--- src/s2x_pkg.sv ---
// Shared constants and types for the Scale2x upscaler.
package s2x_pkg;

   localparam int PIX_W   = 16;
   localparam int COORD_W = 8;
   localparam int CSR_W   = 8;

   localparam int DEF_LINE_WIDTH  = 256;
   localparam int DEF_MAX_HEIGHT  = 240;
   localparam int DEF_QUEUE_DEPTH = 4;
   localparam logic [CSR_W-1:0] DEF_FRAME_HEIGHT = 8'd224;

   // window rows: two lines back, one line back, current line
   localparam int ROW_TOP = 0;
   localparam int ROW_MID = 1;
   localparam int ROW_BOT = 2;
   // window columns: two back, one back, current
   localparam int COL_PREV2 = 0;
   localparam int COL_PREV  = 1;
   localparam int COL_CUR   = 2;

   // result slots of one transaction, in output order
   localparam int SUB_ABOVE_PREV = 0;
   localparam int SUB_ABOVE_LAST = 1;
   localparam int SUB_HERE_PREV  = 2;
   localparam int SUB_HERE_LAST  = 3;
   localparam int SUB_N          = 4;

   typedef logic [PIX_W-1:0] pix_type;
   typedef logic [2:0][PIX_W-1:0] column_type;

   typedef struct packed {
      logic [2:0][2:0][PIX_W-1:0] win;
      logic [COORD_W-1:0]         row;
      logic [COORD_W-1:0]         col;
      logic                       row_ge1;
      logic                       row_ge2;
      logic                       col_ge2;
      logic [SUB_N-1:0]           mask;
   } s2x_entry_type;

endpackage

--- src/s2x_queue.sv ---
// Short transaction queue between front and back ends.
module s2x_queue #(
   parameter int DEPTH = s2x_pkg::DEF_QUEUE_DEPTH
) (
   input  logic                   clock,
   input  logic                   reset,
   input  logic                   push,
   input  s2x_pkg::s2x_entry_type push_data,
   output logic                   full,
   input  logic                   pop,
   output logic                   head_valid,
   output s2x_pkg::s2x_entry_type head
);
   import s2x_pkg::*;

   localparam int AW   = (DEPTH > 1) ? $clog2(DEPTH) : 1;
   localparam int CNTW = $clog2(DEPTH + 1);

   s2x_entry_type    slot_ff [DEPTH];
   logic [AW-1:0]    wr_ptr_ff, wr_ptr_in, rd_ptr_ff, rd_ptr_in;
   logic [CNTW-1:0]  count_ff, count_in;

   always_comb begin
      full       = (count_ff == CNTW'(DEPTH));
      head_valid = (count_ff != '0);
      head       = slot_ff[rd_ptr_ff];
      wr_ptr_in  = wr_ptr_ff;
      rd_ptr_in  = rd_ptr_ff;
      count_in   = count_ff;
      if (push) begin
         wr_ptr_in = (wr_ptr_ff == AW'(DEPTH - 1)) ? '0 : wr_ptr_ff + AW'(1);
      end
      if (pop) begin
         rd_ptr_in = (rd_ptr_ff == AW'(DEPTH - 1)) ? '0 : rd_ptr_ff + AW'(1);
      end
      if (push && !pop) begin
         count_in = count_ff + CNTW'(1);
      end else if (pop && !push) begin
         count_in = count_ff - CNTW'(1);
      end
   end

   always_ff @(posedge clock) begin
      if (reset) begin
         wr_ptr_ff <= '0;
         rd_ptr_ff <= '0;
         count_ff  <= '0;
      end else begin
         wr_ptr_ff <= wr_ptr_in;
         rd_ptr_ff <= rd_ptr_in;
         count_ff  <= count_in;
      end
   end

   always_ff @(posedge clock) begin
      if (push) begin
         slot_ff[wr_ptr_ff] <= push_data;
      end
   end

   a_no_overflow: assert property (@(posedge clock) disable iff (reset)
      !(push && full && !pop))
      else $error("queue written while full");

   a_count_range: assert property (@(posedge clock) disable iff (reset)
      count_ff <= CNTW'(DEPTH))
      else $error("queue occupancy out of range");
endmodule

--- config.mk ---
export PLATFORM = sky130hd
export DESIGN_NAME = s2x_queue
export DESIGN_NICKNAME = d
export VERILOG_FILES = /design/src/s2x_pkg.sv /design/src/s2x_queue.sv
export SDC_FILE = /design/constraint.sdc
export NUM_CORES = 1
export LEC_CHECK = 0
export ABC_AREA = 1
export BUFFER_PORTS_ARGS = -buffer_cell sky130_fd_sc_hd__buf_2
export CORE_MARGIN = 2
export CORE_UTILIZATION = 40
export DETAILED_ROUTE_END_ITERATION = 7
export PLACE_DENSITY = 0.68
export SLEW_MARGIN = 20
export SYNTH_ARGS = -nofsm -noshare
export SYNTH_HDL_FRONTEND = slang
export SYNTH_SLANG_ARGS = --single-unit
--- constraint.sdc ---
create_clock -name clock -period 4 [get_ports clock]
set_input_delay 0.2 -clock clock [delete_from_list [all_inputs] [get_ports clock]]
set_output_delay 0.2 -clock clock [all_outputs]
set_load 0.02 [all_outputs]
==> results of run 1 <==
-- layer usage --
metal | GRT usage (%) | up-vias
met1 | 20.7 | 7908
met5 | 0 | -
met4 | 7.02 | 2
li1 | - | 7345
met2 | 30.9 | 503
met3 | 4.71 | 117
-- state kept, by name, indices dropped and copies added (netlist names), named ones only --
signal and count:
slot_ff 668, rd_ptr_ff 2, count_ff 3, wr_ptr_ff 2
-- worst paths after layout --
kind | endpoint | startpoint | slack (ps)
worst max-delay path | head[73] | flop | 940
worst min-delay path | slot_ff[0][23] | push_data[23] | 350
worst max register to register | slot_ff[0][99] | wr_ptr_ff[0] | 1650
worst min register to register | count_ff[2] | count_ff[2] | 560
-- power by group --
group,internal (mW),switching [mW],leakage (nW)
logic,0.598,1.25,3.69
registers,8.12,0.0780,6.21
clock network,3.78,2.64,1.11
-- stage by stage --
step | setup slack [ps] | area, um^2 | hold WS [ps]
2_1_floorplan | 414 | 25200 | 272
3_3_place_gp | 1620 | 27600 | 408
3_5_place_dp | 1630 | 27600 | 416
4_1_cts | 988 | 31600 | 298
5_1_grt | 812 | 31600 | 335
6_report | 939 | 31600 | 350
-- cells by family (layout without fill, tap and decap cells) --
| kind of cell | Yosys count | after routing | share of synthesized area [%] |
|---|---|---|---|
| flops | 677 | 677 | 80.5 |
| compound gates | 507 | 507 | 10.9 |
| simple gates | 357 | 357 | 5.36 |
| buf+inv | 125 | 672 | 2.84 |
| fa+ha+maj | 7 | 7 | 0.378 |
| xor+xnor | 1 | 1 | 0.0348 |
| other cells | 0 | 4 | 0 |
-- final cells by class --
cell class	instances	area, um^2	share of cell area, %
sequential	677	20200	64.1
multi-input combinational	872	4200	13.3
timing repair buffer	531	3740	11.8
clock buffer	81	1810	5.74
tap	837	1050	3.32
clock inverter	44	450	1.43
inverter	16	85.1	0.269
antenna	4	10.0	0.0317
-- repair_timing --
item,4_1_cts,5_1_grt
hold buffers,170,0
endpoints found under the setup margin,0,0
buffers inserted,0,0
hold endpoints to repair,677,0
-- Yosys cell counts --
cell type	count	area share [%]
inv_2	1	0.015
nand2_1	9	0.13
ha_1	6	0.30
nand4_1	1	0.025
a21oi_1	3	0.060
o21ai_0	237	4.7
clkbuf_2	1	0.020
edfxtp_1	668	80
inv_6	1	0.035
nand3_1	1	0.020
inv_1	14	0.21
buf_4	21	0.63
buf_6	14	0.63
dfxtp_1	9	0.72
clkbuf_1	29	0.43
nor2_1	343	5.1
o21ai_1	100	2.0
buf_2	44	0.88
nor3_1	3	0.060
fa_1	1	0.080
o22ai_1	167	4.2
xor2_1	1	0.035
==> key figures, run 1 <==
Clock tree
  – CTS root buf: clkbuf_16
  – Worst skew pair latency: ~590 ps
  – Clock buffer depth: 3
  – # resized after CTS: 0
  – CTS sink cnt: 677
  – Clock-pin slew on the worst setup and hold paths: ~60 ps
  – CTS tree: yes
  – Number of H-tree levels: 3
  – Total CTS buffers: approximately 70

STA
  – Post-layout minimum cycle time: ~3000 ps
  – Max_slew headroom: 30.4%
  – Setup violators final: 0
  – Clock skew: about 19 ps
  – RSZ-0062 raised after global routing: no
  – Least-Margin Pin Slew: 1040 ps
  – Period utilisation layout: 76.5%
  – Setup TNS: 0 ps
  – Hold Violations, Final: 0
  – Max Transition Viols Final: 0
  – Fmax: roughly 330 MHz

Die
  – DIE HEIGHT: roughly 250 um
  – Die X-Extent: 255 um
  – # rows: 91
  – Core area: 61900 um^2
  – Die area: between 60000 and 70000 um^2
  – Io pins: 340
  – Initial core utilization: 40.6%

Global route
  – Vias in the first global route: 16356
  – First-pass GRT wire length: ~89 mm
  – GRT Residual Overflow: 0
  – Total track usage: 17.7%
  – Initial antenna violation count: 5
  – Largest net degree at the start of global routing: 193

Drt
  – Top Layer Used: met5
  – Via count: approximately 16000
  – Drt first pass iters: 5
  – WL met3: roughly 4.2 mm
  – Post-route ant nets: 0
  – Routed Wire Length: ~59 mm
  – DR WL/cell: 19.3 um
  – Met2 wire length: 30.3 mm
  – DRC Markers: 0
  – Iter 0 DRT Violations: ~1200
  – DRT met1 WL: ~23 mm
  – DR vias/cell: 5.18

Critical path
  – CP max-delay cell: inv_8
  – CP required: roughly 3800 ps
  – Cell depth of the worst flop-to-flop path: 5
  – WP buf/inv: 3
  – Top delay family on crit path: buffers and inverters
  – Worst path max stage delay: 520 ps
  – Critical path cell sequence: inv_8 -> buf_12 -> nor2_1 -> o22ai_1 -> buf_2
  – Worst path depth: 5
  – Critical Path Start Type: flop
  – CP endpoint kind: output pin
  – CP max FO: approximately 130
  – CP arrival: 2860 ps
  – Setup Crit Path Kind: flop to output pin

Yosys
  – #FFs+latches synth: between 600 and 700
  – Cell count after synthesis: 1674
  – Synth Cell Area: 25200 um^2
  – Syn nets: 1852
  – Register area share after synthesis: 80.5%
  – Ys Warns: 0
  – Syn Area/Cell: about 15 um^2
  – Netlist cell types: 22

Hold path
  – Hold Crit Class: input pin to flop
  – Hold Crit Depth: 2

Place
  – HPWL reported at the end of detailed placement: 31.7 mm
  – Final Wtd Congestion: between 0.7 and 0.8
  – Placed instance count: 2763
  – IO Port Bufs: 339

Final layout
  – Fin cells: 3062
  – P&R area growth vs syn: 25.6%
  – Most common cell after layout, fill and taps aside: edfxtp_1
  – Most frequent cells in the layout: 668 x edfxtp_1, 343 x nor2_1, 339 x buf_2
  – Filler cells: 5120
  – Core Util, Final: between 50% and 60%
  – Nets: 2347
  – Share of cells above drive strength 1: 21.2%

Pwr
  – Max VDD drop: about 0.46 mV
  – Pwr Density: about 520 nW/um^2
  – LEAKAGE: 11.0 nW
  – Overall power: 16.5 mW

Run status
  – Status: finished clean

Job
  – Max cap viols: 0
Note: power is estimated with default switching activity, not from simulation.
==> run 2, diff against run 1 <==
--- a/config.mk
+++ b/config.mk
@@ -5,7 +5,7 @@
 export SDC_FILE = /design/constraint.sdc
 export NUM_CORES = 1
 export LEC_CHECK = 0
-export ABC_AREA = 1
+export ABC_AREA = 0
 export BUFFER_PORTS_ARGS = -buffer_cell sky130_fd_sc_hd__buf_2
 export CORE_MARGIN = 2
 export CORE_UTILIZATION = 40
==> constraint.sdc (replaced) <==
create_clock -name clock -period 2.6 [get_ports clock]
set_input_delay 0.13 -clock clock [delete_from_list [all_inputs] [get_ports clock]]
set_output_delay 0.13 -clock clock [all_outputs]
set_load 0.02 [all_outputs]
==> key figures, run 2 <==
Run status
  – Status: finished clean (unchanged)

Global route
  – Largest net degree at the start of global routing: 58 (was 193)
  – Total track usage: 16.0% (was 17.7%)
  – Vias in the first global route: 12942 (was 16356)
  – Initial antenna violation count: 5 (unchanged)
  – First-pass GRT wire length: 76.4 mm (was 88.7 mm)
  – GRT Residual Overflow: 0 (unchanged)

STA
  – Setup violators final: 0 (unchanged)
  – Fmax: around 410 MHz
  – Least-Margin Pin Slew: 600 ps (was 1040 ps)
  – Post-layout minimum cycle time: 2430 ps
  – RSZ-0062 raised after global routing: yes (was no)
  – Setup TNS: 0 ps (unchanged)
  – Period utilisation layout: 93.5%
  – Hold Violations, Final: 0 (unchanged)
  – Max_slew headroom: 60.0% (was 30.4%)
  – Clock skew: 23.5 ps (was 19.0 ps)
  – Max Transition Viols Final: 0 (unchanged)

Final layout
  – Max reg flops: 668 (unchanged)
  – Largest Register: slot_ff (unchanged)
  – Nets: 1686 (was 2347)
  – Share of cells above drive strength 1: 42.0% (was 21.2%)
  – Most common cell after layout, fill and taps aside: edfxtp_1 (unchanged)
  – P&R area growth vs syn: 28.2% (was 25.6%)
  – Regs by FF count: slot_ff (668), count_ff (3) (unchanged)
  – Most frequent cells in the layout: 668 x edfxtp_1, 339 x buf_2, 170 x dlygate4sd3_1 (was 668 x edfxtp_1, 343 x nor2_1, 339 x buf_2)

Yosys
  – Leading area contributor after synthesis: edfxtp_1 (unchanged)
  – Netlist cell types: 20 (was 22)
  – Most frequent cell after synthesis: edfxtp_1 (unchanged)
  – Top cell type's share of synthesized area: 81.6% (was 79.8%)
  – Ys Warns: 0 (unchanged)
  – Largest cells by area after synthesis: edfxtp_1 82%, mux4_2 15%, dfxtp_1 0.73% (was edfxtp_1 80%, nor2_1 5.1%, o21ai_0 4.7%)
  – Syn Area/Cell: 26.8 um^2 (was 15.0 um^2)
  – Number of synthesized flops with an enable pin: 668 (unchanged)
  – Cell count after synthesis: 917 (was 1674)
  – Synth Cell Area: 24600 um^2 (was 25200 um^2)
  – Register area share after synthesis: 82.3% (was 80.5%)
  – Top post-synthesis cells by count: 668 x edfxtp_1, 167 x mux4_2, 18 x buf_2 (was 668 x edfxtp_1, 343 x nor2_1, 237 x o21ai_0)
  – Syn nets: 1095 (was 1852)
  – #FFs+latches synth: 677 (unchanged)
  – Synth Flop Type: edfxtp_1 (unchanged)
  – Async SR Flop Fraction: 0% (unchanged)

Drt
  – DR vias/cell: 5.00 (was 5.18)
  – Drt first pass iters: 5 (unchanged)
  – Routed Wire Length: 50.8 mm (was 59.1 mm)
  – DRC Markers: 0 (unchanged)
  – Iter 0 DRT Violations: 790 (was 1243)
  – Post-route ant nets: 0 (unchanged)
  – DR WL/cell: 21.7 um (was 19.3 um)
  – Via count: 11731 (was 15875)

Pwr
  – Overall power: 24.7 mW (was 16.5 mW)
  – LEAKAGE: 10.7 nW (was 11.0 nW)
  – Max VDD drop: 0.733 mV (was 0.464 mV)
  – Pwr Density: 782 nW/um^2 (was 521 nW/um^2)

Clock tree
  – Post-CTS setup buffer count: 0 (unchanged)
  – Clock buffer depth: 3 (unchanged)
  – Clock-pin slew on the worst setup and hold paths: 60 ps (about the same)
  – CTS tree: yes (unchanged)
  – Total CTS buffers: 70 (was 71)
  – Worst skew pair latency: 590 ps (about the same)
  – CTS sink cnt: 677 (unchanged)
  – CTS root buf: clkbuf_16 (unchanged)
  – Number of H-tree levels: 3 (unchanged)

Place
  – HPWL reported at the end of detailed placement: 30.7 mm (was 31.7 mm)
  – Final Wtd Congestion: 0.738 (was 0.746)
  – IO Port Bufs: 339 (unchanged)

Hold path
  – Hold Path End: slot_ff[0][14] (was slot_ff[0][23])
  – Hold Crit Class: input pin to flop (unchanged)
  – Hold Crit Depth: 2 (unchanged)
  – Hold_sp: push_data[14] (was push_data[23])

Critical path
  – Reg2reg end: slot_ff[3][50] (was slot_ff[0][99])
  – CP max FO: 18 (was 134)
  – Setup Crit Path Kind: flop to output pin (unchanged)
  – CP required: 2470 ps (was 3800 ps)
  – CP endpoint kind: output pin (unchanged)
  – Critical R2R Launch: wr_ptr_ff[0] (unchanged)
  – Cell depth of the worst flop-to-flop path: 3 (was 5)
  – R2R setup slack: 830 ps (was 1650 ps)
  – CP arrival: 2300 ps (was 2860 ps)
  – Critical Path Start Type: flop (unchanged)

Die
  – DIE HEIGHT: 252 um (was 255 um)
  – Die area: 63500 um^2 (was 64900 um^2)
  – Core area: 60600 um^2 (was 61900 um^2)
  – Die X-Extent: 252 um (was 255 um)
  – Io pins: 340 (unchanged)
  – # rows: 90 (was 91)
  – Initial core utilization: 40.6% (about the same)

Job
  – Max cap viols: 0 (unchanged)
[run 2: cell count changes after synthesis, moves of 9 or more]
cell	change
buf_6	-9
inv_1	-10
buf_4	-20
buf_8	+10
o22ai_1	-167
nand2_1	-9
clkbuf_1	-26
nor2_1	-336
o21ai_1	-100
o21ai_0	-236
buf_2	-26
mux4_2	+167
[run 2: kinds of logic (layout without fill, tap and decap cells)]
logic type / Yosys count / count (layout) / share of synthesized area, %
xor gates and xnor gates: 2 / 2 / 0.0712
adders and majority gates: 7 / 7 / 0.387
and+or+nand+nor: 15 / 15 / 0.320
muxes: 171 / 171 / 15.5
DFF: 677 / 677 / 82.3
other: 0 / 3 / 0
AOI/OAI and AO/OA: 3 / 3 / 0.0610
buffers and inverters: 42 / 685 / 1.42
[run 2: stage by stage]
step | hold slack [ps] | cell area [um^2] | setup slack (ps) | utilization, % | cells
floorplan | 199 | 24600 | 426 | - | 917
global placement | 339 | 27600 | 701 | 45.6 | 2047
detailed placement | 346 | 27600 | 671 | 45.6 | 2047
CTS | 239 | 31500 | 18.9 | 52.0 | 2341
global route | 259 | 31500 | -1.36 | 52.0 | 2343
finish | 286 | 31500 | 170 | 52.1 | 2345
[run 2: area by class of cell]
| class | count | area [um^2] |
|---|---|---|
| Sequential cell | 677 | 20200 |
| Inverter | 4 | 15.0 |
| Timing Repair Buffer | 557 | 4100 |
| Fill cell | 4649 | 29000 |
| Tap cell | 782 | 978 |
| Clock buffer | 85 | 1810 |
| Antenna cell | 3 | 7.51 |
| Multi-Input combinational cell | 198 | 4020 |
| Clock inverter | 39 | 360 |
[run 2: critical path: stages, from the launching register on]
cell,delay (ps)
dfxtp_4,560
buf_12,210
buf_16,200
mux4_2,540
buf_2,180
[run 2: power by group]
group / internal (mW) / switching, mW / leakage, nW
logic: 1.13 / 1.45 / 3.44
clock network: 5.48 / 3.98 / 1.05
registers: 12.5 / 0.129 / 6.21
[run 2: how the worst max path moves through the flow]
stage	from	to	slack (ps)	cells after the start
2_1_floorplan	wr_ptr_ff[0]	slot_ff[3][0]	430	2
3_3_place_gp	flop	head[40]	700	3
3_5_place_dp	flop	head[40]	670	3
4_1_cts	flop	head[40]	20	3
5_1_grt	flop	head[102]	-1	4
6_report	flop	head[102]	170	4
[run 2: metal layers]
layer | global-route usage (%) | up-vias | wire length (um)
met3 | 4.81 | 80 | 3270
met4 | 4.48 | 8 | 1070
li1 | - | 5175 | -
met1 | 20.3 | 6137 | 20800
met2 | 26.8 | 331 | 25600
met5 | 0 | - | 61
[run 2: what timing repair did]
| action | CTS | global route |
|---|---|---|
| resized for setup | 0 | 2 |
| endpoints found under the hold margin | 677 | 0 |
| endpoints found under the setup margin | 0 | 50 |
| hold buffers | 170 | 0 |
==> run 3, diff against run 2 <==
--- a/config.mk
+++ b/config.mk
@@ -6,7 +6,8 @@
 export NUM_CORES = 1
 export LEC_CHECK = 0
 export ABC_AREA = 0
-export BUFFER_PORTS_ARGS = -buffer_cell sky130_fd_sc_hd__buf_2
+export BUFFER_PORTS_ARGS = -buffer_cell sky130_fd_sc_hd__buf_4
+export CAP_MARGIN = 10
 export CORE_MARGIN = 2
 export CORE_UTILIZATION = 40
 export DETAILED_ROUTE_END_ITERATION = 7
==> key figures, run 3 (synthesis gave the netlist of run 2 again) <==
Run status
  – Status: finished clean (unchanged)

Critical path
  – CP endpoint kind: output pin (unchanged)
  – CP arrival: 2280 ps (was 2300 ps)
  – Setup Crit Path Kind: flop to output pin (unchanged)
  – CP required: 2470 ps (about the same)
  – CP max FO: 49 (was 18)
  – Critical Path Start Type: flop (unchanged)

Clock tree
  – CTS root buf: clkbuf_16 (unchanged)
  – CTS tree: yes (unchanged)
  – Clock-pin slew on the worst setup and hold paths: 60 ps (about the same)
  – Total CTS buffers: 70 (unchanged)
  – Number of H-tree levels: 3 (unchanged)
  – Clock buffer depth: 3 (unchanged)
  – Worst skew pair latency: 590 ps (about the same)
  – CTS sink cnt: 677 (unchanged)

Place
  – Final Wtd Congestion: 0.735 (was 0.738)
  – HPWL reported at the end of detailed placement: 31.3 mm (was 30.7 mm)
  – IO Port Bufs: 339 (unchanged)

STA
  – Clock skew: 14.1 ps (was 23.5 ps)
  – Max_slew headroom: 59.9% (was 60.0%)
  – Period utilisation layout: 92.6% (was 93.5%)
  – Post-layout minimum cycle time: 2410 ps (was 2430 ps)
  – Fmax: 415 MHz (was 412 MHz)
  – Setup TNS: 0 ps (unchanged)
  – Hold Violations, Final: 0 (unchanged)
  – Max Transition Viols Final: 0 (unchanged)
  – Worst hold slack: 283 ps (was 286 ps)
  – Setup violators final: 0 (unchanged)
  – Least-Margin Pin Slew: 601 ps (was 600 ps)
  – RSZ-0062 raised after global routing: no (was yes)

Die
  – Initial core utilization: 40.6% (unchanged)
  – Die X-Extent: 252 um (unchanged)
  – DIE HEIGHT: 252 um (unchanged)
  – Io pins: 340 (unchanged)
  – Core area: 60600 um^2 (unchanged)
  – Die area: 63500 um^2 (unchanged)
  – # rows: 90 (unchanged)

Drt
  – Routed Wire Length: 51.4 mm (was 50.8 mm)
  – Met2 wire length: 26.5 mm (was 25.6 mm)
  – DRT met1 WL: 20.4 mm (was 20.8 mm)
  – Post-route ant nets: 0 (unchanged)
  – WL met3: 3.44 mm (was 3.27 mm)
  – DRC Markers: 0 (unchanged)
  – Iter 0 DRT Violations: 682 (was 790)
  – DR vias/cell: 5.05 (was 5.00)
  – Top Layer Used: met5 (unchanged)
  – Via count: 11891 (was 11731)
  – DR WL/cell: 21.8 um (was 21.7 um)
  – Drt first pass iters: 5 (unchanged)

Final layout
  – P&R area growth vs syn: 31.9% (was 28.2%)
  – Largest Register: slot_ff (unchanged)
  – Share of cells above drive strength 1: 42.3% (was 42.0%)
  – Max reg flops: 668 (unchanged)
  – Most frequent cells in the layout: 668 x edfxtp_1, 373 x buf_4, 171 x dlygate4sd3_1 (was 668 x edfxtp_1, 339 x buf_2, 170 x dlygate4sd3_1)
  – Nets: 1697 (was 1686)
  – Most common cell after layout, fill and taps aside: edfxtp_1 (unchanged)
  – Regs by FF count: slot_ff (668), count_ff (3) (unchanged)
  – Filler cells: 4556 (was 4649)

Pwr
  – Pwr Density: 770 nW/um^2 (was 782 nW/um^2)
  – Max VDD drop: 0.811 mV (was 0.733 mV)
  – LEAKAGE: 11.1 nW (was 10.7 nW)

Global route
  – GRT Residual Overflow: 0 (unchanged)
  – Initial antenna violation count: 4 (was 5)
  – Vias in the first global route: 13104 (was 12942)
  – Total track usage: 16.4% (was 16.0%)
  – Largest net degree at the start of global routing: 77 (was 58)
  – First-pass GRT wire length: 78.0 mm (was 76.4 mm)

Hold path
  – Hold Crit Class: input pin to flop (unchanged)

Job
  – Max cap viols: 0 (unchanged)
run 3: cell types whose count changed in the layout (fill, tap and decap cells not counted), moves of 2 or more:
| cell | change |
|---|---|
| clkinv_8 | -2 |
| clkinv_1 | +3 |
| buf_4 | +351 |
| buf_16 | -2 |
| clkbuf_1 | -2 |
| buf_2 | -339 |
| diode_2 | -2 |
run 3: cell type report:
| cell class | instances | area [um^2] | share of cell area (%) |
|---|---|---|---|
| Antenna cell | 1 | 2.50 | 0.00772 |
| Inverter | 4 | 15.0 | 0.0463 |
| Sequential cell | 677 | 20200 | 62.4 |
| Tap cell | 782 | 978 | 3.02 |
| Clock buffer | 85 | 1850 | 5.71 |
| Multi-Input combinational cell | 198 | 4020 | 12.4 |
| Clock inverter | 39 | 332 | 1.02 |
| Timing Repair Buffer | 568 | 4990 | 15.4 |
run 3: worst max-delay path: stages, from the launching register on:
cell and delay, ps:
dfxtp_4 490, buf_12 380, mux4_2 580, buf_4 180
run 3: repair_timing:
item,in CTS,in global routing
resized for setup,0,0
buffers inserted,0,0
hold buffers,171,0
hold endpoints to repair,677,0
run 3: through the flow:
step | power, mW | instance area (um^2) | util [%] | std cells | setup slack (ps)
6_report | 25.0 | 32400 | 53.5 | 2354 | 191
3_3_place_gp | 15.5 | 28500 | 47.1 | 2058 | 732
4_1_cts | 25.3 | 32400 | 53.5 | 2353 | 86.7
5_1_grt | 25.9 | 32400 | 53.5 | 2353 | 32.4
2_1_floorplan | 14.3 | 24600 | - | 917 | 426
3_5_place_dp | 15.6 | 28500 | 47.1 | 2058 | 689
run 3: final timing paths:
path,end,cells past startpoint,from,slack [ps]
setup reg to reg,slot_ff[0][153],4,wr_ptr_ff[0],730
setup / recovery,head[51],3,flop,190
hold reg to reg,flop,2,rd_ptr_ff[1],530
hold / removal,slot_ff[3][1],2,push_data[1],280
run 3: routing by layer:
| layer | global-route usage (%) | up-vias |
|---|---|---|
| li1 | - | 5199 |
| met1 | 20.4 | 6214 |
| met2 | 28.0 | 383 |
| met3 | 4.57 | 89 |
| met4 | 5.04 | 6 |
| met5 | 0 | - |
run 3: where the power goes:
part	total, mW	internal (mW)	switching [mW]	leakage, nW
registers	12.6	12.5	0.116	6.21
logic	2.89	1.40	1.49	3.78
clock network	9.45	5.57	3.89	1.07
total	25.0	19.5	5.50	11.1
