$ cat src/s2x_pkg.sv
// Shared constants and types for the Scale2x upscaler.
package s2x_pkg;

   localparam int PIX_W   = 16;
   localparam int COORD_W = 8;
   localparam int CSR_W   = 8;

   localparam int DEF_LINE_WIDTH  = 256;
   localparam int DEF_MAX_HEIGHT  = 240;
   localparam int DEF_QUEUE_DEPTH = 4;
   localparam logic [CSR_W-1:0] DEF_FRAME_HEIGHT = 8'd224;

   // window rows: two lines back, one line back, current line
   localparam int ROW_TOP = 0;
   localparam int ROW_MID = 1;
   localparam int ROW_BOT = 2;
   // window columns: two back, one back, current
   localparam int COL_PREV2 = 0;
   localparam int COL_PREV  = 1;
   localparam int COL_CUR   = 2;

   // result slots of one transaction, in output order
   localparam int SUB_ABOVE_PREV = 0;
   localparam int SUB_ABOVE_LAST = 1;
   localparam int SUB_HERE_PREV  = 2;
   localparam int SUB_HERE_LAST  = 3;
   localparam int SUB_N          = 4;

   typedef logic [PIX_W-1:0] pix_type;
   typedef logic [2:0][PIX_W-1:0] column_type;

   typedef struct packed {
      logic [2:0][2:0][PIX_W-1:0] win;
      logic [COORD_W-1:0]         row;
      logic [COORD_W-1:0]         col;
      logic                       row_ge1;
      logic                       row_ge2;
      logic                       col_ge2;
      logic [SUB_N-1:0]           mask;
   } s2x_entry_type;

endpackage

$ cat src/s2x_if.sv


interface s2x_rsp_if;
   import s2x_pkg::*;
   logic               valid;
   logic               ready;
   logic [PIX_W-1:0]   top_left;
   logic [PIX_W-1:0]   top_right;
   logic [PIX_W-1:0]   bottom_left;
   logic [PIX_W-1:0]   bottom_right;
   logic [COORD_W-1:0] src_column;
   logic [COORD_W-1:0] src_row;
   logic               run_last;
   modport source (output valid, top_left, top_right, bottom_left, bottom_right,
                   src_column, src_row, run_last, input ready);
   modport sink   (input valid, top_left, top_right, bottom_left, bottom_right,
                   src_column, src_row, run_last, output ready);
endinterface

$ cat src/s2x_back.sv
// Back end: expands each queued transaction into its 2x2 blocks.
module s2x_back (
   input  logic                   clock,
   input  logic                   reset,
   input  logic                   head_valid,
   input  s2x_pkg::s2x_entry_type head,
   output logic                   pop,
   s2x_rsp_if.source              rsp
);
   import s2x_pkg::*;

   logic [SUB_N-1:0] done_ff, done_in;
   logic [SUB_N-1:0] remaining, pick, rest;
   logic             here, at_last, is_last, load;
   column_type       col_c, col_l, col_r;
   pix_type          ctr, up, down, left, right;
   pix_type          o_tl, o_tr, o_bl, o_br;
   logic [COORD_W-1:0] o_row, o_col;

   logic               valid_ff;
   pix_type            tl_ff, tr_ff, bl_ff, br_ff;
   logic [COORD_W-1:0] row_ff, col_ff;
   logic               last_ff;

   always_comb begin
      remaining = head.mask & ~done_ff;
      pick = '0;
      priority if (remaining[SUB_ABOVE_PREV]) begin
         pick[SUB_ABOVE_PREV] = 1'b1;
      end else if (remaining[SUB_ABOVE_LAST]) begin
         pick[SUB_ABOVE_LAST] = 1'b1;
      end else if (remaining[SUB_HERE_PREV]) begin
         pick[SUB_HERE_PREV] = 1'b1;
      end else begin
         pick[SUB_HERE_LAST] = 1'b1;
      end
      rest    = remaining & ~pick;
      is_last = (rest == '0);
      here    = pick[SUB_HERE_PREV] || pick[SUB_HERE_LAST];
      at_last = pick[SUB_ABOVE_LAST] || pick[SUB_HERE_LAST];

      col_c = at_last ? head.win[COL_CUR] : head.win[COL_PREV];
      col_l = at_last ? head.win[COL_PREV] : head.win[COL_PREV2];
      col_r = head.win[COL_CUR];

      ctr   = here ? col_c[ROW_BOT] : col_c[ROW_MID];
      up    = (here ? head.row_ge1 : head.row_ge2)
              ? (here ? col_c[ROW_MID] : col_c[ROW_TOP]) : ctr;
      down  = here ? ctr : col_c[ROW_BOT];
      left  = (at_last || head.col_ge2)
              ? (here ? col_l[ROW_BOT] : col_l[ROW_MID]) : ctr;
      right = at_last ? ctr : (here ? col_r[ROW_BOT] : col_r[ROW_MID]);

      if ((up != down) && (left != right)) begin
         o_tl = (up == left)    ? up   : ctr;
         o_tr = (up == right)   ? up   : ctr;
         o_bl = (down == left)  ? down : ctr;
         o_br = (down == right) ? down : ctr;
      end else begin
         o_tl = ctr;
         o_tr = ctr;
         o_bl = ctr;
         o_br = ctr;
      end
      o_row = here ? head.row : head.row - COORD_W'(1);
      o_col = at_last ? head.col : head.col - COORD_W'(1);

      load    = head_valid && (!valid_ff || rsp.ready);
      pop     = load && is_last;
      done_in = done_ff;
      if (load) begin
         done_in = is_last ? '0 : (done_ff | pick);
      end
   end

   always_ff @(posedge clock) begin
      if (reset) begin
         done_ff  <= '0;
         valid_ff <= 1'b0;
      end else begin
         done_ff <= done_in;
         if (load) begin
            valid_ff <= 1'b1;
         end else if (rsp.ready) begin
            valid_ff <= 1'b0;
         end
      end
   end

   always_ff @(posedge clock) begin
      if (load) begin
         tl_ff   <= o_tl;
         tr_ff   <= o_tr;
         bl_ff   <= o_bl;
         br_ff   <= o_br;
         row_ff  <= o_row;
         col_ff  <= o_col;
         last_ff <= is_last;
      end
   end

   assign rsp.valid        = valid_ff;
   assign rsp.top_left     = tl_ff;
   assign rsp.top_right    = tr_ff;
   assign rsp.bottom_left  = bl_ff;
   assign rsp.bottom_right = br_ff;
   assign rsp.src_row      = row_ff;
   assign rsp.src_column   = col_ff;
   assign rsp.run_last     = last_ff;

   a_work_left: assert property (@(posedge clock) disable iff (reset)
      head_valid |-> (remaining != '0))
      else $error("queued transaction with no blocks left");
endmodule

$ cat src/flat_wrapper.sv
// flat-port wrapper written by rule: the top's interface ports become plain ports
module s2x_back_flat import s2x_pkg::*;
  (clock, reset, head_valid, head, pop, rsp_valid, rsp_top_left, rsp_top_right, rsp_bottom_left, rsp_bottom_right, rsp_src_column, rsp_src_row, rsp_run_last, rsp_ready);
  s2x_rsp_if rsp_i ();
  input  logic clock;
  input  logic reset;
  input  logic head_valid;
  input  s2x_pkg::s2x_entry_type head;
  output logic pop;
  output wire logic [$bits(rsp_i.valid)-1:0] rsp_valid;
  output wire logic [$bits(rsp_i.top_left)-1:0] rsp_top_left;
  output wire logic [$bits(rsp_i.top_right)-1:0] rsp_top_right;
  output wire logic [$bits(rsp_i.bottom_left)-1:0] rsp_bottom_left;
  output wire logic [$bits(rsp_i.bottom_right)-1:0] rsp_bottom_right;
  output wire logic [$bits(rsp_i.src_column)-1:0] rsp_src_column;
  output wire logic [$bits(rsp_i.src_row)-1:0] rsp_src_row;
  output wire logic [$bits(rsp_i.run_last)-1:0] rsp_run_last;
  input wire logic [$bits(rsp_i.ready)-1:0] rsp_ready;
  assign rsp_valid = rsp_i.valid;
  assign rsp_top_left = rsp_i.top_left;
  assign rsp_top_right = rsp_i.top_right;
  assign rsp_bottom_left = rsp_i.bottom_left;
  assign rsp_bottom_right = rsp_i.bottom_right;
  assign rsp_src_column = rsp_i.src_column;
  assign rsp_src_row = rsp_i.src_row;
  assign rsp_run_last = rsp_i.run_last;
  assign rsp_i.ready = rsp_ready;
  s2x_back u_core (.clock(clock), .reset(reset), .head_valid(head_valid), .head(head), .pop(pop), .rsp(rsp_i));
endmodule
$ cat config.mk
export PLATFORM = sky130hd
export DESIGN_NAME = s2x_back_flat
export DESIGN_NICKNAME = d
export VERILOG_FILES = /design/src/s2x_pkg.sv /design/src/s2x_if.sv /design/src/s2x_back.sv /design/src/flat_wrapper.sv
export SDC_FILE = /design/constraint.sdc
export NUM_CORES = 1
export LEC_CHECK = 0
export BUFFER_PORTS_ARGS = -buffer_cell sky130_fd_sc_hd__buf_2
export CAP_MARGIN = 30
export CORE_ASPECT_RATIO = 0.5
export CORE_UTILIZATION = 48
export CTS_BUF_LIST = sky130_fd_sc_hd__clkbuf_16
export CTS_CLUSTER_DIAMETER = 100
export DETAILED_ROUTE_END_ITERATION = 12
export PLACE_DENSITY_LB_ADDON = 0.25
export SYNTH_ARGS = -nofsm -noshare
export SYNTH_HDL_FRONTEND = slang
export SYNTH_SLANG_ARGS = --single-unit
$ cat constraint.sdc
create_clock -name clock -period 4 [get_ports clock]
set_clock_uncertainty 0.2 [all_clocks]
set_input_delay 0.6 -clock clock [delete_from_list [all_inputs] [get_ports clock]]
set_output_delay 0.6 -clock clock [all_outputs]
set_load 0.02 [all_outputs]
==> summary.md, run 1 <==
| Metric | Value |
|---|---|
| Outcome | complete, no violations |
| Critical R2R Launch | u_core.done_ff[0]$_SDFFE_PP0P_ |
| Worst R2R Setup Slack | 160 ps |
| Post-synth cell types | 91 |
| Max-slew headroom | 48.3% |
| Via Count | 8578 |
| First-pass GRT wire length | 46000 µm |
| Fmax | 260 MHz |
| Synth top area share | 30.2% |
| Clock root buffer | clkbuf_16 |
| Via density per instance | 5.94 |
| Setup CP Type | primary input to register |
| CTS Buf Count | 9 |
| # setup viols final | 0 |
| Worst-path fanout max | 14 |
| Die span in y | 93.6 µm |
| Top-count cell post-synth | mux2i_1 |
| Clock Path Buffers | 2 |
| Area occupied by registers | 2530 µm² |
| Clock tree sinks | 86 |
| Reg2reg end | u_core.rsp.bottom_left[12]$_DFFE_PP_ |
| Clk pin slew, worst setup/hold paths | 80 ps |
| Hold Path Sink | u_core.rsp.valid$_SDFFE_PP0P_ |
| Worst reg2reg path depth | 14 |
| Most instantiated cells after synthesis | mux2i_1, edfxtp_1, nand2_1, xnor2_1, nor2_1 |
| Dominant synthesized flop cell | edfxtp_1 |
| Number of I/O pins | 254 |
| CP endpoint kind | register |
| Peak supply drop | 0.000227 V |
| Register area share after synthesis | 31.4% |
| Post_cts resized | 0 |
| GRT overflow | 0 |
| Synth-to-layout area growth | 37.4% |
| Synth area leader | edfxtp_1 |
| DRC Markers | 0 |
| Pin count of the biggest net entering global routing | 50 |
| Clk_lat worst skew | 350 ps |
| Leakage power | 5.19 nW |
| Period utilisation layout | 96.1% |
| Yosys reg bits | 86 |
| Number of global-route vias before repair | 7924 |
| Synth warn | 0 |
| Die width | 185 µm |
| WL final | 31300 µm |
| Initial antenna violation count | 0 |
| Setup TNS | 0 ps |
| Final Cell Area | 11100 µm² |
| Tmin final | 3850 ps |
| Syn_nets | 994 |
| Unrepaired setup endpoints after global routing | no |
| Hold Path Depth | 2 |
| Share of cells above drive strength 1 | 42.4% |
| Final GP Congestion | 1.06 |
| Post-layout power | 3.64 mW |
| Hold_ws | 215 ps |
| Post-CTS Setup Inserts | 0 |
| DP HPWL | 25500 µm |
| GRT Overall Usage | 36.0% |
| Initial Utilization | 49.2% |
| EDFF count, synth | 81 |
| Critical Path RT | 3970 ps |
| CTS tree | yes |
| Worst Tran Pin Value | 754 ps |
| Final Max Tran Viols | 0 |
| Asr flop ratio synth | 0% |
| Hold_buf cts | 0 |
| Final layout net count | 1384 |
| P per Cell Area | 328 nW/µm² |
| Startpoint types | primary input |
| Synthesized area | 8060 µm² |
| Area of the die | 17300 µm² |
| Rows | 33 |
| Placed cell area | 10800 µm² |
| HP Class | primary input to register |
| Area contributors post-synth | edfxtp_1, mux2i_1, xnor2_1 |
| Antenna cell count | 0 |
| First-pass DRT Iterations | 11 |
| Max Cap Viol | 0 |
| CORE AREA | 16400 µm² |
| Mean post-synth cell area | 9.82 µm² |
| Worst Min Path Start | reset |
| Antenna viol nets, final | 0 |
| Final Hold Viols | 0 |
| Final core utilization | 67.6% |
| Filler instances | 1346 |
| Starting DRT DRC Count | 755 |
| Multi-input gate area | 5100 µm² |
| CTS HTree Levels | 3 |
| Critical Path AT | 3820 ps |
| Syn Inst Count | 821 |
| PortBufs | 237 |
| WL/cell | 21.7 µm |
==> logic make-up after synthesis <==
kind of cell | synth area share, %
compound gates | 20.0
xor+xnor | 11.1
fa+ha+maj | 0.310
buf+inv | 5.67
flops | 31.4
mux | 16.2
simple gates | 15.4
==> worst max-delay path by stage <==
stage	from	to	slack, ps	cells after the start
detailed placement	head[1]	u_core.rsp.bottom_left[3]$_DFFE_PP_	-50	15
global placement	head[2]	u_core.rsp.top_left[8]$_DFFE_PP_	-30	14
global route	u_core.done_ff[2]$_SDFFE_PP0P_	u_core.rsp.top_right[1]$_DFFE_PP_	20	12
finish	head[2]	u_core.rsp.bottom_left[12]$_DFFE_PP_	150	14
floorplan	head[2]	u_core.rsp.top_right[9]$_DFFE_PP_	110	12
CTS	u_core.done_ff[2]$_SDFFE_PP0P_	u_core.rsp.top_right[1]$_DFFE_PP_	220	14
==> through the flow <==
stage          cells  worst slack [ps]
2_1_floorplan    821               114
3_3_place_gp    1427             -33.9
3_5_place_dp    1427             -51.6
4_1_cts         1443               224
5_1_grt         1443              21.3
6_report        1443               155
==> flip-flops by register name, summed over array words and instances (netlist names) <==
signal,flops
u_core.rsp.top_right,16
u_core.rsp.src_column,8
u_core.rsp.bottom_left,16
u_core.rsp.bottom_right,16
u_core.rsp.run_last,1
u_core.done_ff,4
u_core.rsp.top_left,16
u_core.rsp.valid,1
u_core.rsp.src_row,8
==> critical path, stage by stage <==
cell and delay [ps]:
buf_2 210, nor2b_4 210, a21oi_4 80, buf_12 160, nor2_2 530, a211oi_1 130
a21o_1 230, xor2_1 170, a2111oi_1 590, nand3_2 160, buf_4 200, nand3_4 100
buf_12 170, mux2i_1 240
==> placed cells by master (no fill, tap or decap), drive strengths merged, types with 17 or more instances in the layout <==
| master | synthesis | routed |
|---|---|---|
| buf | 38 | 432 |
| mux2i | 107 | 107 |
| edfxtp | 81 | 81 |
| nand2 | 67 | 67 |
| xnor2 | 66 | 66 |
| nor2 | 58 | 58 |
| xor2 | 36 | 36 |
| a21oi | 34 | 34 |
| o21ai | 32 | 32 |
| o221ai | 17 | 17 |
| nand4 | 17 | 17 |
==> where the power goes <==
part | leakage [nW] | internal (mW) | switching [mW]
sequential | 0.822 | 1.09 | 0.0217
clock | 0.138 | 0.429 | 0.372
combinational | 4.23 | 0.752 | 0.975
==> area by class of cell <==
| type | instances | area share [%] |
|---|---|---|
| Clock buffer | 9 | 2.03 |
| Sequential cell | 86 | 22.9 |
| Multi-Input combinational cell | 668 | 46.0 |
| Timing Repair Buffer | 432 | 25.5 |
| Inverter | 14 | 0.474 |
| Tap cell | 227 | 2.56 |
| Clock inverter | 7 | 0.497 |
==> metal layers <==
layer,part of all wire (%),global-route usage (%),vias to the layer above
li1,-,-,3926
met1,47,54.7,4112
met2,40,49.3,501
met3,12,9.97,39
met4,1.5,7.58,0
met5,0,0,-
Power figures use the tool's default switching activity.
==> run 2, diff against run 1 <==
--- a/config.mk
+++ b/config.mk
@@ -12,7 +12,7 @@
 export CTS_BUF_LIST = sky130_fd_sc_hd__clkbuf_16
 export CTS_CLUSTER_DIAMETER = 100
 export DETAILED_ROUTE_END_ITERATION = 12
-export PLACE_DENSITY_LB_ADDON = 0.25
+export PLACE_DENSITY = 0.79
 export SYNTH_ARGS = -nofsm -noshare
 export SYNTH_HDL_FRONTEND = slang
 export SYNTH_SLANG_ARGS = --single-unit
==> run 2 against run 1 <==
Compared with the run above:
- first-iteration DRC count grew 26%
- register-to-register slack lost 30 ps
- power grew 1.1%
- setup slack lost 20 ps
- via count shrank 1.1%
- global-route usage shrank 1.1 points
- largest cell class unchanged
- routed wire length shrank 2.9%
- hold slack lost 5.0 ps
- sequential cell count is the same
- combinational power shrank 3%
- sequential share of layout area grew 0.42 points
- sequential power is essentially flat
==> summary.md, run 2 (synthesis results as in run 1) <==
| Metric | Value |
|---|---|
| Outcome | complete, no violations |
| Via Count | 8481 (-1.1%) |
| Place WS | -165 ps (-113 ps) |
| CORE AREA | 16400 µm² (unchanged) |
| Commonest non-fill, non-tap cells in the layout | buf_2, buf_4, mux2i_1 |
| Max-slew headroom | 46.5% (-1.8 points) |
| Final Hold Viols | 0 (unchanged) |
| Commonest non-fill, non-tap cell in the layout | buf_2 |
| PortBufs | 237 (unchanged) |
| Clk pin slew, worst setup/hold paths | 80 ps (about the same) |
| Cells after DPL | 1397 (-2.1%) |
| Initial Utilization | 49.2% (unchanged) |
| GRT met1 Usage | 51.6% (-3.2 points) |
| Sw frac | 37.5% (-0.19 points) |
| GRT Overall Usage | 34.9% (-1.1 points) |
| CTS Buf Count | 9 (unchanged) |
| Clk network pwr share | 24.3% (+2.3 points) |
| WL/cell | 21.5 µm (-1.0%) |
| Number of I/O pins | 254 (unchanged) |
| Worst-path fanout max | 10 (-4) |
| Unrepaired setup endpoints after global routing | no |
| Cell internal pwr | 2.30 mW (+1.5%) |
| WL final | 30400 µm (-2.9%) |
| Setup CP Type | register to register |
| Final Max Tran Viols | 0 (unchanged) |
| Clock tree sinks | 86 (unchanged) |
| Share of cells above drive strength 1 | 41.0% (-1.4 points) |
| Levels on crit path | 13 (-1) |
| Antenna viol nets, final | 0 (unchanged) |
| GRT overflow | 0 (unchanged) |
| Peak supply drop | 0.000247 V (+8.9%) |
| Combinational fraction of design power | 45.6% (-1.9 points) |
| Number of global-route vias before repair | 7960 (+0.45%) |
| Reg power frac | 30.1% (-0.4 points) |
| Antenna cell count | 0 (unchanged) |
| Final GP Congestion | 1.01 (-5.3%) |
| CTS HTree Levels | 3 (unchanged) |
| Hold Path Depth | 2 (unchanged) |
| Die width | 185 µm (unchanged) |
| Die span in y | 93.6 µm (unchanged) |
| CTS tree | yes |
| Starting DRT DRC Count | 948 (+26%) |
| Leakage power | 5.06 nW (-2.5%) |
| CP dominant cell by count | buf_4 |
| Layout Cells excl Fill | 1416 (-1.9%) |
| DRC Markers | 0 (unchanged) |
| DP HPWL | 24800 µm (-2.9%) |
| Met2 Use GR | 49.8% (+0.50 points) |
| CP max stage cell | dfxtp_1 |
| Clock root buffer | clkbuf_16 |
| Clock Path Buffers | 2 (unchanged) |
| Hold_ws | 210 ps (-4.99 ps) |
| Synth-to-layout area growth | 35.0% |
| Tmin final | 3870 ps (+20.1 ps) |
| CP top delay family | simple AND/OR/NAND/NOR gates |
| Setup TNS | 0 ps (unchanged) |
| CP endpoint kind | register |
| Critical Path AT | 3750 ps (-70 ps) |
| # setup viols final | 0 (unchanged) |
| P per Cell Area | 338 nW/µm² (+3.0%) |
| Worst Tran Pin Value | 787 ps (+33.0 ps) |
| Period utilisation layout | 96.6% (+0.50 points) |
| HP Class | primary input to register |
| First-pass DRT Iterations | 7 (-4) |
| Pin count of the biggest net entering global routing | 48 (-4.0%) |
| Startpoint types | register |
| Switch Pwr | 1.38 mW (+0.64%) |
| Final core utilization | 66.4% (-1.2 points) |
| Rows | 33 (unchanged) |
| Fmax | 259 MHz (-0.52%) |
| Area of the die | 17300 µm² (unchanged) |
| Critical Path RT | 3880 ps (-90 ps) |
| Clk_lat worst skew | 350 ps (about the same) |
| Final layout net count | 1357 (-2.0%) |
| Hold_buf cts | 0 (unchanged) |
| First-pass GRT wire length | 45000 µm (-2.1%) |
| Via density per instance | 5.99 (+0.75%) |
| Met3 GRT Util | 9.70% (-0.27 points) |
| WP buf/inv | 3 (-1) |
| Initial antenna violation count | 0 (unchanged) |
| Setup ws final | 135 ps (-20.1 ps) |
| Slowest stage delay, CP | 540 ps (-50 ps) |
| Most used routing layer | met1 |
| Max Cap Viol | 0 (unchanged) |
| Worst-path cell chain | nand2b_4 > o21ai_2 > buf_4 > a221o_1 > a22oi_1 > xor2_1 > nor4_1 > nand4_1 > nor3_1 > buf_4 > nand3_4 > buf_12 > mux2i_1 |
| Worst reg2reg path depth | 13 (-1) |
## run 2: cell count changes in the layout (fill, tap and decap cells not counted)
cell	before	now
buf_6	1	0
bufinv_16	0	1
inv_6	2	3
a22oi_2	1	0
buf_12	14	13
clkinv_4	1	0
buf_4	180	155
a22oi_1	12	13
clkinv_2	2	1
## run 2: repair_timing
| item | in CTS | in global routing |
|---|---|---|
| buffers inserted | 0 | 3 |
| gates resized for setup | 0 | 2 |
| endpoints found under the setup margin | 0 | 33 |
## run 2: path summary, 6_finish.rpt
path                                  start                                    to  slack, ps
max          u_core.done_ff[2]$_SDFFE_PP0P_  u_core.rsp.bottom_left[12]$_DFFE_PP_        130
min                                   reset         u_core.rsp.valid$_SDFFE_PP0P_        210
max reg2reg  u_core.done_ff[2]$_SDFFE_PP0P_  u_core.rsp.bottom_left[12]$_DFFE_PP_        130
min reg2reg  u_core.done_ff[3]$_SDFFE_PP0P_        u_core.done_ff[3]$_SDFFE_PP0P_        290
## run 2: final cells by class
type	count	area [µm²]
clock buffers	9	225
clock inverters	7	80.1
fillers	1375	5510
inverters	14	52.6
multi-input cells	668	5090
flip-flops and latches	86	2530
well taps	227	284
repair buffers	405	2610
## run 2: power by group through the flow
stage	Combinational, mW	Sequential, mW	Clock, mW
floorplan	0.850	1.23	0
global placement	1.59	1.13	0
detailed placement	1.62	1.13	0
CTS	1.63	1.11	0.901
global route	1.77	1.11	0.939
finish	1.68	1.11	0.894
## run 2: through the flow
step	cell area (µm²)	power, mW
2_1_floorplan	8060	2.07
3_3_place_gp	10500	2.71
3_5_place_dp	10500	2.75
4_1_cts	10800	3.64
5_1_grt	10900	3.83
6_report	10900	3.68
## run 2: per-layer routing
layer / vias up / routed length, µm / part of all wire [%]
met2: 556 / 12500 / 41
met4: 0 / 431 / 1.4
met1: 4009 / 13400 / 44
met5: - / 0 / 0
li1: 3871 / - / -
met3: 45 / 4110 / 14
==> run 3, diff against run 2 <==
--- a/config.mk
+++ b/config.mk
@@ -13,6 +13,7 @@
 export CTS_CLUSTER_DIAMETER = 100
 export DETAILED_ROUTE_END_ITERATION = 12
 export PLACE_DENSITY = 0.79
+export RECOVER_POWER = 100
 export SYNTH_ARGS = -nofsm -noshare
 export SYNTH_HDL_FRONTEND = slang
 export SYNTH_SLANG_ARGS = --single-unit
==> run 3 against run 2 <==
Compared with the run above:
- setup slack improved by 20 ps
- register-to-register slack better by 20 ps
- first-iteration DRC count is 1.5% lower
- core utilization fell by 1.0 points
- non-clock buffer count is the same
- sequential share of layout area grew 0.36 points
- clock power increased by 0.4%
- hold slack got worse by 1.0 ps
- largest power group unchanged
==> summary.md, run 3 (synthesis results as in run 1) <==
| Metric | Value |
|---|---|
| Setup TNS | 0 ps (unchanged) |
| Pin count of the biggest net entering global routing | 48 (unchanged) |
| Period utilisation layout | 96.1% (-0.49 points) |
| CORE AREA | 16400 µm² (unchanged) |
| Rows | 33 (unchanged) |
| Via density per instance | 6.00 (+0.11%) |
| Clk_lat worst skew | 350 ps (about the same) |
| GRT overflow | 0 (unchanged) |
| Clock tree sinks | 86 (unchanged) |
| First-pass GRT wire length | 45000 µm (unchanged) |
| Leakage power | 4.79 nW (-5.4%) |
| Via Count | 8490 (+0.11%) |
| Critical Path AT | 3730 ps (-20 ps) |
| Synth-to-layout area growth | 32.9% |
| Tmin final | 3850 ps (-19.7 ps) |
| GRT Overall Usage | 34.9% (unchanged) |
| Worst Tran Pin Value | 1120 ps (+330 ps) |
| Die width | 185 µm (unchanged) |
| Max-slew headroom | 25.6% (-21 points) |
| Hold_ws | 209 ps (-1.03 ps) |
| Starting DRT DRC Count | 934 (-1.5%) |
| Hold_buf cts | 0 (unchanged) |
| Worst-path fanout max | 16 (+6) |
| Number of global-route vias before repair | 7960 (unchanged) |
| Commonest non-fill, non-tap cells in the layout | buf_2, buf_4, mux2i_1 |
| CTS Buf Count | 9 (unchanged) |
| Share of cells above drive strength 1 | 33.7% (-7.2 points) |
| Outcome | complete, no violations |
| Initial Utilization | 49.2% (unchanged) |
| Reg power frac | 30.3% (+0.2 points) |
| Final Hold Viols | 0 (unchanged) |
| Sw frac | 37.8% (+0.31 points) |
| Cell internal pwr | 2.28 mW (-0.91%) |
| Filler instances | 1441 (+4.8%) |
| Final GP Congestion | 1.01 (unchanged) |
| Worst reg2reg path depth | 12 (-1) |
| Unrepaired setup endpoints after global routing | no |
| Peak supply drop | 0.000248 V (+0.43%) |
| Hold Path Depth | 2 (unchanged) |
| Critical Path RT | 3880 ps (about the same) |
| WL/cell | 21.6 µm (+0.56%) |
| Final core utilization | 65.4% (-1.0 points) |
| P per Cell Area | 342 nW/µm² (+1.1%) |
| Clock root buffer | clkbuf_16 |
| CTS tree | yes |
| Setup CP Type | register to register |
| # setup viols final | 0 (unchanged) |
| Clk network pwr share | 24.5% (+0.2 points) |
| DRC Markers | 0 (unchanged) |
| Placed cell area | 10500 µm² (unchanged) |
| Antenna cell count | 0 (unchanged) |
| WL final | 30600 µm (+0.56%) |
| CTS HTree Levels | 3 (unchanged) |
| Clock Path Buffers | 2 (unchanged) |
| Number of I/O pins | 254 (unchanged) |
| Final layout net count | 1357 (unchanged) |
| HP Class | primary input to register |
| First-pass DRT Iterations | 5 (-2) |
| Initial antenna violation count | 0 (unchanged) |
| Final Cell Area | 10700 µm² (-1.5%) |
| Antenna viol nets, final | 0 (unchanged) |
| Final Max Tran Viols | 0 (unchanged) |
| Commonest non-fill, non-tap cell in the layout | buf_2 |
| Max Cap Viol | 0 (unchanged) |
| Area of the die | 17300 µm² (unchanged) |
| CP endpoint kind | register |
| PortBufs | 237 (unchanged) |
| DP HPWL | 24800 µm (unchanged) |
| Startpoint types | register |
| Clk pin slew, worst setup/hold paths | 80 ps (about the same) |
| Switch Pwr | 1.38 mW (+0.42%) |
| Fmax | 260 MHz (+0.51%) |
| Combinational fraction of design power | 45.2% (-0.4 points) |
| Die span in y | 93.6 µm (unchanged) |
## run 3: cell count changes in the layout (fill, tap and decap cells not counted), sizes merged
cell / before / now
buf: 405 / 314
clkbuf: 9 / 100
## run 3: final cells by class
cell class / count / area [µm²] / area share (%)
tap: 227 / 284 / 2.65
inverter: 14 / 52.6 / 0.490
clock inverter: 7 / 80.1 / 0.747
timing repair buffer: 405 / 2450 / 22.9
multi-input combinational: 668 / 5090 / 47.5
sequential: 86 / 2530 / 23.6
clock buffer: 9 / 225 / 2.10
## run 3: power groups by stage
stage,clock [mW],combinational [mW],sequential (mW)
2_1_floorplan,0,0.850,1.23
3_3_place_gp,0,1.59,1.13
3_5_place_dp,0,1.62,1.13
4_1_cts,0.901,1.63,1.11
5_1_grt,0.939,1.75,1.12
6_report,0.898,1.66,1.11
## run 3: layer usage
| metal | global-route usage, % | up-vias | share of wire [%] |
|---|---|---|---|
| li1 | - | 3865 | - |
| met1 | 51.6 | 4048 | 44 |
| met2 | 49.8 | 533 | 41 |
| met3 | 9.70 | 44 | 13 |
| met4 | 7.37 | 0 | 1.3 |
| met5 | 0 | - | 0 |
## run 3: what timing repair did
action                                  4_1_cts  5_1_grt
resized for setup                             0        2
endpoints found under the setup margin        0       33
setup buffers                                 0        3
## run 3: worst max-delay path: stages, from the launching register on
cell      delay, ps
dfxtp_1         550
nor2b_4         100
a21oi_4         280
buf_12          210
mux2i_2         580
nor2_1          130
a211oi_2        420
xnor2_1         180
nand4_1         140
nor4_2          340
nand3_4         110
buf_6           180
mux2i_1         140
## run 3: per-stage QoR
step | std cells | worst slack, ps | power [mW]
2_1_floorplan | 821 | 114 | 2.07
3_3_place_gp | 1397 | -156 | 2.71
3_5_place_dp | 1397 | -165 | 2.75
4_1_cts | 1413 | 57.6 | 3.64
5_1_grt | 1416 | 29.5 | 3.80
6_report | 1416 | 154 | 3.66
## run 3: worst paths after layout
path | end | start | slack (ps)
worst max-delay path | u_core.rsp.top_left[0]$_DFFE_PP_ | u_core.done_ff[2]$_SDFFE_PP0P_ | 150
worst min register to register | u_core.done_ff[3]$_SDFFE_PP0P_ | u_core.done_ff[3]$_SDFFE_PP0P_ | 290
worst min-delay path | u_core.rsp.valid$_SDFFE_PP0P_ | reset | 210
worst max register to register | u_core.rsp.top_left[0]$_DFFE_PP_ | u_core.done_ff[2]$_SDFFE_PP0P_ | 150
